==> config.mk <==
export PLATFORM = sky130hd
export DESIGN_NAME = nel_div
export DESIGN_NICKNAME = d
export VERILOG_FILES = /design/src/rtl/nel_pkg.sv /design/src/rtl/nel_div.sv
export SDC_FILE = /design/constraint.sdc
export NUM_CORES = 2
export LEC_CHECK = 0
export ABC_AREA = 1
export BUFFER_PORTS_ARGS = -buffer_cell sky130_fd_sc_hd__buf_2
export CAP_MARGIN = 10
export CORE_MARGIN = 8
export CORE_UTILIZATION = 55
export CTS_CLUSTER_SIZE = 10
export DETAILED_ROUTE_END_ITERATION = 12
export PLACE_DENSITY = 0.71
export SKIP_CTS_REPAIR_TIMING = 1
export SLEW_MARGIN = 10
export SYNTH_ARGS = -nofsm -noshare
export SYNTH_HDL_FRONTEND = slang
export SYNTH_SLANG_ARGS = --single-unit
==> constraint.sdc <==
create_clock -name clk -period 11 [get_ports clk]
set_clock_uncertainty 0.1 [all_clocks]
set_input_delay 2.2 -clock clk [delete_from_list [all_inputs] [get_ports clk]]
set_output_delay 2.2 -clock clk [all_outputs]
set_load 0.05 [all_outputs]
==> src/rtl/nel_pkg.sv <==
// Shared types, widths, scale tables and helper functions for the evaporation loss nomograph.
`timescale 1ns / 1ps

package nel_pkg;

    localparam int IW  = 16;   // measurement width, unsigned Q8.8
    localparam int HW  = 19;   // scale height, signed Q1.16 with headroom
    localparam int XW  = 20;   // breakpoint compare width, signed
    localparam int OW  = 14;   // segment offset / divisor width
    localparam int RW  = 23;   // reciprocal width
    localparam int PW  = 27;   // product magnitude width, reciprocal shift
    localparam int SW  = 4;    // segment index width
    localparam int LW  = 14;   // loss percent width
    localparam int NT  = 15;   // padded table length
    localparam int NS  = 20;   // pipeline register stages

    localparam int DIV_ONE = 1 << PW;

    localparam int COL_A_NUM = 237;
    localparam int COL_A_DEN = 439;
    localparam int COL_B_NUM = 132;
    localparam int COL_B_DEN = 262;
    localparam int COL_L_NUM = 253;
    localparam int COL_L_DEN = 633;

    typedef logic signed [XW-1:0] xval_t;
    typedef logic signed [HW-1:0] hval_t;
    typedef int itab_t [NT];

    // operands of one truncating divide step: base + trunc(a * b / w)
    typedef struct packed {
        hval_t           a;
        logic [OW-1:0]   b;
        hval_t           base;
        logic [OW-1:0]   w;
        logic [RW-1:0]   r;
    } div_in_t;

    localparam int VPD_N  = 11;
    localparam int NOZ_N  = 11;
    localparam int PRES_N = 11;
    localparam int WIND_N = 15;
    localparam int LOSS_N = 14;

    localparam itab_t VPD_X = '{0, 26, 51, 77, 102, 128, 154, 179, 205, 230, 256,
                                256, 256, 256, 256};
    localparam itab_t VPD_Y = '{0, 14483, 24969, 33292, 40174, 45548, 49938, 54329,
                                58130, 62194, 65536, 65536, 65536, 65536, 65536};
    localparam itab_t VPD_R = '{1, DIV_ONE / 26, DIV_ONE / 25, DIV_ONE / 26, DIV_ONE / 25,
                                DIV_ONE / 26, DIV_ONE / 26, DIV_ONE / 25, DIV_ONE / 26,
                                DIV_ONE / 25, DIV_ONE / 26, 1, 1, 1, 1};

    localparam itab_t NOZ_X = '{2048, 2560, 3072, 3584, 4096, 5120, 6144, 8192, 10240,
                                12288, 16384, 16384, 16384, 16384, 16384};
    localparam itab_t NOZ_Y = '{65667, 58655, 53412, 48628, 44237, 36897, 31654, 23069,
                                15270, 9961, -66, -66, -66, -66, -66};
    localparam itab_t NOZ_R = '{1, DIV_ONE / 512, DIV_ONE / 512, DIV_ONE / 512,
                                DIV_ONE / 512, DIV_ONE / 1024, DIV_ONE / 1024,
                                DIV_ONE / 2048, DIV_ONE / 2048, DIV_ONE / 2048,
                                DIV_ONE / 4096, 1, 1, 1, 1};

    localparam itab_t PRES_X = '{5120, 6400, 7680, 8960, 10240, 11520, 12800, 14080,
                                 15360, 17920, 20480, 20480, 20480, 20480, 20480};
    localparam itab_t PRES_Y = '{0, 10420, 19399, 26673, 32702, 38601, 43581, 48169,
                                 52429, 58982, 65274, 65274, 65274, 65274, 65274};
    localparam itab_t PRES_R = '{1, DIV_ONE / 1280, DIV_ONE / 1280, DIV_ONE / 1280,
                                 DIV_ONE / 1280, DIV_ONE / 1280, DIV_ONE / 1280,
                                 DIV_ONE / 1280, DIV_ONE / 1280, DIV_ONE / 2560,
                                 DIV_ONE / 2560, 1, 1, 1, 1};

    localparam itab_t WIND_X = '{0, 256, 512, 768, 1024, 1280, 1536, 1792, 2048, 2304,
                                 2560, 2816, 3072, 3328, 3840};
    localparam itab_t WIND_Y = '{0, 9175, 16122, 23331, 28508, 33292, 37880, 42664,
                                 46268, 49807, 53150, 55968, 58655, 60948, 65143};
    localparam itab_t WIND_R = '{1, DIV_ONE / 256, DIV_ONE / 256, DIV_ONE / 256,
                                 DIV_ONE / 256, DIV_ONE / 256, DIV_ONE / 256,
                                 DIV_ONE / 256, DIV_ONE / 256, DIV_ONE / 256,
                                 DIV_ONE / 256, DIV_ONE / 256, DIV_ONE / 256,
                                 DIV_ONE / 256, DIV_ONE / 512};

    localparam itab_t LOSS_X = '{6685, 16515, 23593, 30147, 34144, 36897, 39256, 41484,
                                 43975, 46006, 49676, 53215, 57868, 60097, 60097};
    localparam itab_t LOSS_Y = '{0, 128, 256, 512, 768, 1024, 1280, 1536, 2048, 2560,
                                 3840, 5120, 7680, 10240, 10240};
    localparam itab_t LOSS_R = '{1, DIV_ONE / 9830, DIV_ONE / 7078, DIV_ONE / 6554,
                                 DIV_ONE / 3997, DIV_ONE / 2753, DIV_ONE / 2359,
                                 DIV_ONE / 2228, DIV_ONE / 2491, DIV_ONE / 2031,
                                 DIV_ONE / 3670, DIV_ONE / 3539, DIV_ONE / 4653,
                                 DIV_ONE / 2229, 1};

    // segment i spans xs[i-1] .. xs[i]
    function automatic logic [SW-1:0] seg_find(input xval_t q, input itab_t xs,
                                               input int n);
        logic [SW-1:0] cnt;
        cnt = SW'(1);
        for (int k = 1; k < NT - 1; k++) begin
            if (k <= n - 2 && q > xval_t'(xs[k])) begin
                cnt = cnt + 1'b1;
            end
        end
        return cnt;
    endfunction

    // offset into the segment, clamped to its span
    function automatic logic [OW-1:0] seg_off(input xval_t q, input itab_t xs,
                                              input logic [SW-1:0] seg);
        xval_t d;
        xval_t w;
        logic [OW-1:0] res;
        d = q - xval_t'(xs[seg - SW'(1)]);
        w = xval_t'(xs[seg]) - xval_t'(xs[seg - SW'(1)]);
        if (d < 0) begin
            res = '0;
        end
        else if (d > w) begin
            res = w[OW-1:0];
        end
        else begin
            res = d[OW-1:0];
        end
        return res;
    endfunction

    function automatic div_in_t seg_args(input logic [SW-1:0] seg, input logic [OW-1:0] off,
                                         input itab_t xs, input itab_t ys, input itab_t rs);
        div_in_t res;
        res.a    = hval_t'(ys[seg] - ys[seg - SW'(1)]);
        res.b    = off;
        res.base = hval_t'(ys[seg - SW'(1)]);
        res.w    = OW'(xs[seg] - xs[seg - SW'(1)]);
        res.r    = RW'(rs[seg]);
        return res;
    endfunction

endpackage

==> src/rtl/nel_div.sv <==
// Four-stage pipelined signed scale-and-divide: y = base + trunc(a * b / w).
`timescale 1ns / 1ps

module nel_div
    import nel_pkg::*;
(
    input  logic         clk,
    input  logic [3:0]   en,
    input  div_in_t      din,
    output hval_t        y
);

    // stage 1: magnitude product
    logic [PW-1:0]     mag1_reg, mag1_next;
    logic              neg1_reg, neg1_next;
    hval_t             base1_reg;
    logic [OW-1:0]     w1_reg;
    logic [RW-1:0]     r1_reg;
    logic [HW-1:0]     a_mag;
    logic [HW+OW-1:0]  prod1;

    // stage 2: reciprocal estimate
    logic [PW-1:0]     mag2_reg;
    logic              neg2_reg;
    hval_t             base2_reg;
    logic [OW-1:0]     w2_reg;
    logic [RW-1:0]     q2_reg, q2_next;
    logic [PW+RW-1:0]  prod2;

    // stage 3: back product
    logic [PW-1:0]     mag3_reg;
    logic              neg3_reg;
    hval_t             base3_reg;
    logic [OW-1:0]     w3_reg;
    logic [RW-1:0]     q3_reg;
    logic [PW-1:0]     qw3_reg, qw3_next;
    logic [RW+OW-1:0]  prod3;

    // stage 4: correction and sign
    logic [PW-1:0]     rem;
    logic [RW-1:0]     quo;
    hval_t             quo_h;
    hval_t             y_reg, y_next;

    always_comb
    begin
        a_mag     = din.a[HW-1] ? HW'(-din.a) : HW'(din.a);
        prod1     = a_mag * din.b;
        mag1_next = prod1[PW-1:0];
        neg1_next = din.a[HW-1];

        prod2     = mag1_reg * r1_reg;
        q2_next   = prod2[PW+RW-1:PW];

        prod3     = q2_reg * w2_reg;
        qw3_next  = prod3[PW-1:0];

        rem       = mag3_reg - qw3_reg;
        quo       = (rem >= PW'(w3_reg)) ? q3_reg + 1'b1 : q3_reg;
        quo_h     = hval_t'(quo[HW-1:0]);
        y_next    = neg3_reg ? base3_reg - quo_h : base3_reg + quo_h;
    end

    always_ff @(posedge clk)
    begin
        if (en[0])
        begin
            mag1_reg  <= mag1_next;
            neg1_reg  <= neg1_next;
            base1_reg <= din.base;
            w1_reg    <= din.w;
            r1_reg    <= din.r;
        end
        if (en[1])
        begin
            mag2_reg  <= mag1_reg;
            neg2_reg  <= neg1_reg;
            base2_reg <= base1_reg;
            w2_reg    <= w1_reg;
            q2_reg    <= q2_next;
        end
        if (en[2])
        begin
            mag3_reg  <= mag2_reg;
            neg3_reg  <= neg2_reg;
            base3_reg <= base2_reg;
            w3_reg    <= w2_reg;
            q3_reg    <= q2_reg;
            qw3_reg   <= qw3_next;
        end
        if (en[3])
        begin
            y_reg     <= y_next;
        end
    end

    assign y = y_reg;

endmodule

==> metrics.md <==
| Metric | Value |
|---|---|
| Final hold slack | 0.281 ns |
| Routed via count | 37091 |
| Critical Path Sink | mag1_reg[25]$_DFFE_PP_ |
| Relative slew slack | 0.268 |
| # rows | 109 |
| Final wirelength | 133000 µm |
| Worst EP arrival | between 9 and 10 ns |
| Peak fanout along the critical path | 16 |
| Cells after Synth | between 5000 and 6000 |
| Worst R2R End | q2_reg[20]$_DFFE_PP_ |
| Tmin final | 9.23 ns |
| Port bufs | roughly 110 |
| R2R depth | 27 |
| Post-synthesis sequential area ratio | 0.179 |
| DRT antenna net count | 0 |
| CTS tree | built |
| CORE AREA | 0.0885 mm² |
| Area grow syn2layout | 6.14% |
| Simple-Gate Fraction of Synth Area | 0.162 |
| Htree depth | 2 |
| Initial antenna violation count | 3 |
| Complex-gate fraction of the synthesized area | 0.0326 |
| Status | completed |
| Max Cap Viol | 0 |
| Gp weighted congestion | 0.976 |
| Routed WL per cell | just under 20 µm |
| CP max stage cell | fa_1 |
| Netlist cell types | 53 |
| I/O Pins | 113 |
| Clock buffer depth | 3 |
| Maximum achievable frequency | 108 MHz |
| Initial Util | 0.556 |
| Unrepaired setup endpoints after global routing | no |
| Post-route DRC | 0 |
| Required time of the critical path | 11.21 ns |
| Grt total ovfl | 0 |
| CP endpoint kind | register |
| Full die area | 0.0993 mm² |
| Average cell area after synthesis | 8.60 µm² |
| Post-Synth Adder-Cell Area | 0.465 |
| Commonest non-fill, non-tap cell in the layout | nand2_1 |
| 1st-pass router iterations | 7 |
| Most frequent cells in the layout | nand2_1 (1516), inv_1 (1501), fa_1 (917) |
| Fillcell total | 7792 |
| First-pass GRT wire length | 213000 µm |
| Die X | roughly 320 µm |
| Number of global-route vias before repair | 38873 |
| Vias per cell | between 5 and 6 |
| Die Ht | 315 µm |
| Post-synth EDFFs | roughly 290 |
| Syn Nets | 7096 |
| Final core occ | 0.590 |
| Total CTS buffers | 40 |
| Final period util | 0.840 |
| Mux cell area share after synthesis | 0 |
| Post-route cell area | around 0.052 mm² |
| Setup total negative slack | 0 ns |
| Post-synthesis xor/xnor area fraction | 0.0291 |
| Worst reg2reg setup slack | 3.38 ns |
| Root Driver | clkbuf_16 |
| Final Hold Fails | 0 |
| Main synth FF type | edfxtp_1 |
| Ys Warns | 0 |
| DRT iter0 DRCs | 3144 |
| CP Class | primary input to register |
| Layout cells sized above 1 | 0.0519 |
| CP Launch Type | primary input |
| Final setup violation count | 0 |
| Launch point of the worst path | din[70] |
| DPL Wire Length | 100000 µm |
| Delay of the slowest cell on the worst path | 0.57 ns |
| Async S/R FF share, synth | 0 |
| Hold Path Class | register to register |
| FF-to-FF Start | r1_reg[2]$_DFFE_PP_ |
| Nets | 7119 |
| Seq cells post-synth | a little under 300 |
| Worst-Skew Late Latency | 0.60 ns |
| Largest net degree at the start of global routing | between 70 and 80 |
| Cell Area, Synth | slightly below 0.05 mm² |
| Placed Area | 0.0510 mm² |
| Gr usage total | 0.274 |
| Num Clock Sinks | approximately 290 |
| CTS clock-pin slew for the worst setup and hold paths | 0.06 ns |
| Final Slew Violations | 0 |
| Slew @ Worst Pin | 1.10 ns |
| Largest family of logic cells by synthesized area | adder cells |
[cell usage after synthesis, types with 3 or more instances]
cell         n  area (µm²)
ha_1       362        4530
a21o_1       3        22.5
nand3b_1    11        82.6
o21ai_1      9        45.0
nor3_1      20         100
o221ai_1     4        35.0
a31oi_1     10        62.6
nand3_1     92         460
nor2_1     250         938
nand3_2      6        60.1
o21ai_0     62         310
o211ai_1     4        30.0
xnor2_1     50         438
a21oi_1    150         751
a21boi_0     6        45.0
xor2_1     107         937
nand2_1   1516        5690
o21a_1      14         105
or2_2        5        31.3
nand4_1     38         238
buf_1        4        15.0
fa_1       917       18400
inv_1     1501        5630
clkinv_1     3        11.3
inv_2       12        45.0
o31ai_1      5        37.5
nand2_2     19         119
nor3_2       5        50.1
clkbuf_1   192         721
edfxtp_1   294        8830
nor2_2       8        50.1
nor4_1       8        50.1
o21bai_1     7        52.6
[per-layer routing]
metal | vias up | track usage | wire (µm)
li1 | 16797 | - | -
met1 | 18381 | 0.371 | 54800
met2 | 1640 | 0.456 | 62400
met3 | 271 | 0.0468 | 12100
met4 | 2 | 0.0790 | 4040
met5 | - | 0 | 13
[layout make-up]
class / count / area, µm² / share of cell area
clock inverters: 16 / 198 / 0.00379
diodes: 2 / 5.00 / 0.0000959
well taps: 1165 / 1460 / 0.0279
flip-flops and latches: 294 / 8830 / 0.169
multi-input cells: 3713 / 33900 / 0.649
inverters: 1516 / 5690 / 0.109
clock buffers: 45 / 1040 / 0.0199
repair buffers: 181 / 1090 / 0.0208
[critical path, delay by kind of cell]
family	cells	cell delay [ns]
AND/OR/NAND/NOR	15	2.01
AO/OA/AOI/OAI	4	0.63
XOR/XNOR	2	0.42
adder cells (fa/ha/maj)	8	3.63
buffers and inverters	6	0.54
[cell families after synthesis]
kind of cell / after synthesis
and+or+nand+nor: 1988
buffers and inverters: 1716
adders and majority gates: 1279
DFF: 294
AOI/OAI and AO/OA: 286
xor gates and xnor gates: 160
[through the flow]
stage / std cells / worst slack [ns]
after floorplan: 5723 / 1.94
after global placement: 6869 / 1.40
after detailed placement: 6869 / 1.24
after CTS: 6930 / 1.78
after global routing: 6930 / 1.14
final: 6932 / 1.77
[how the worst min path moves through the flow]
| stage | startpoint | endpoint | slack (ns) | cells after the start |
|---|---|---|---|---|
| global placement | mag2_reg[17]$_DFFE_PP_ | mag3_reg[17]$_DFFE_PP_ | 0.30 | 0 |
| global route | mag2_reg[26]$_DFFE_PP_ | mag3_reg[26]$_DFFE_PP_ | 0.30 | 0 |
| floorplan | base1_reg[0]$_DFFE_PP_ | base2_reg[0]$_DFFE_PP_ | 0.30 | 0 |
| finish | mag2_reg[26]$_DFFE_PP_ | mag3_reg[26]$_DFFE_PP_ | 0.28 | 0 |
| CTS | mag2_reg[26]$_DFFE_PP_ | mag3_reg[26]$_DFFE_PP_ | 0.28 | 0 |
| detailed placement | base1_reg[1]$_DFFE_PP_ | base2_reg[1]$_DFFE_PP_ | 0.30 | 0 |
Power is left out: the tool's default activity adds up to more than one toggle a clock period on the data nets, which glitch-free logic cannot reach.
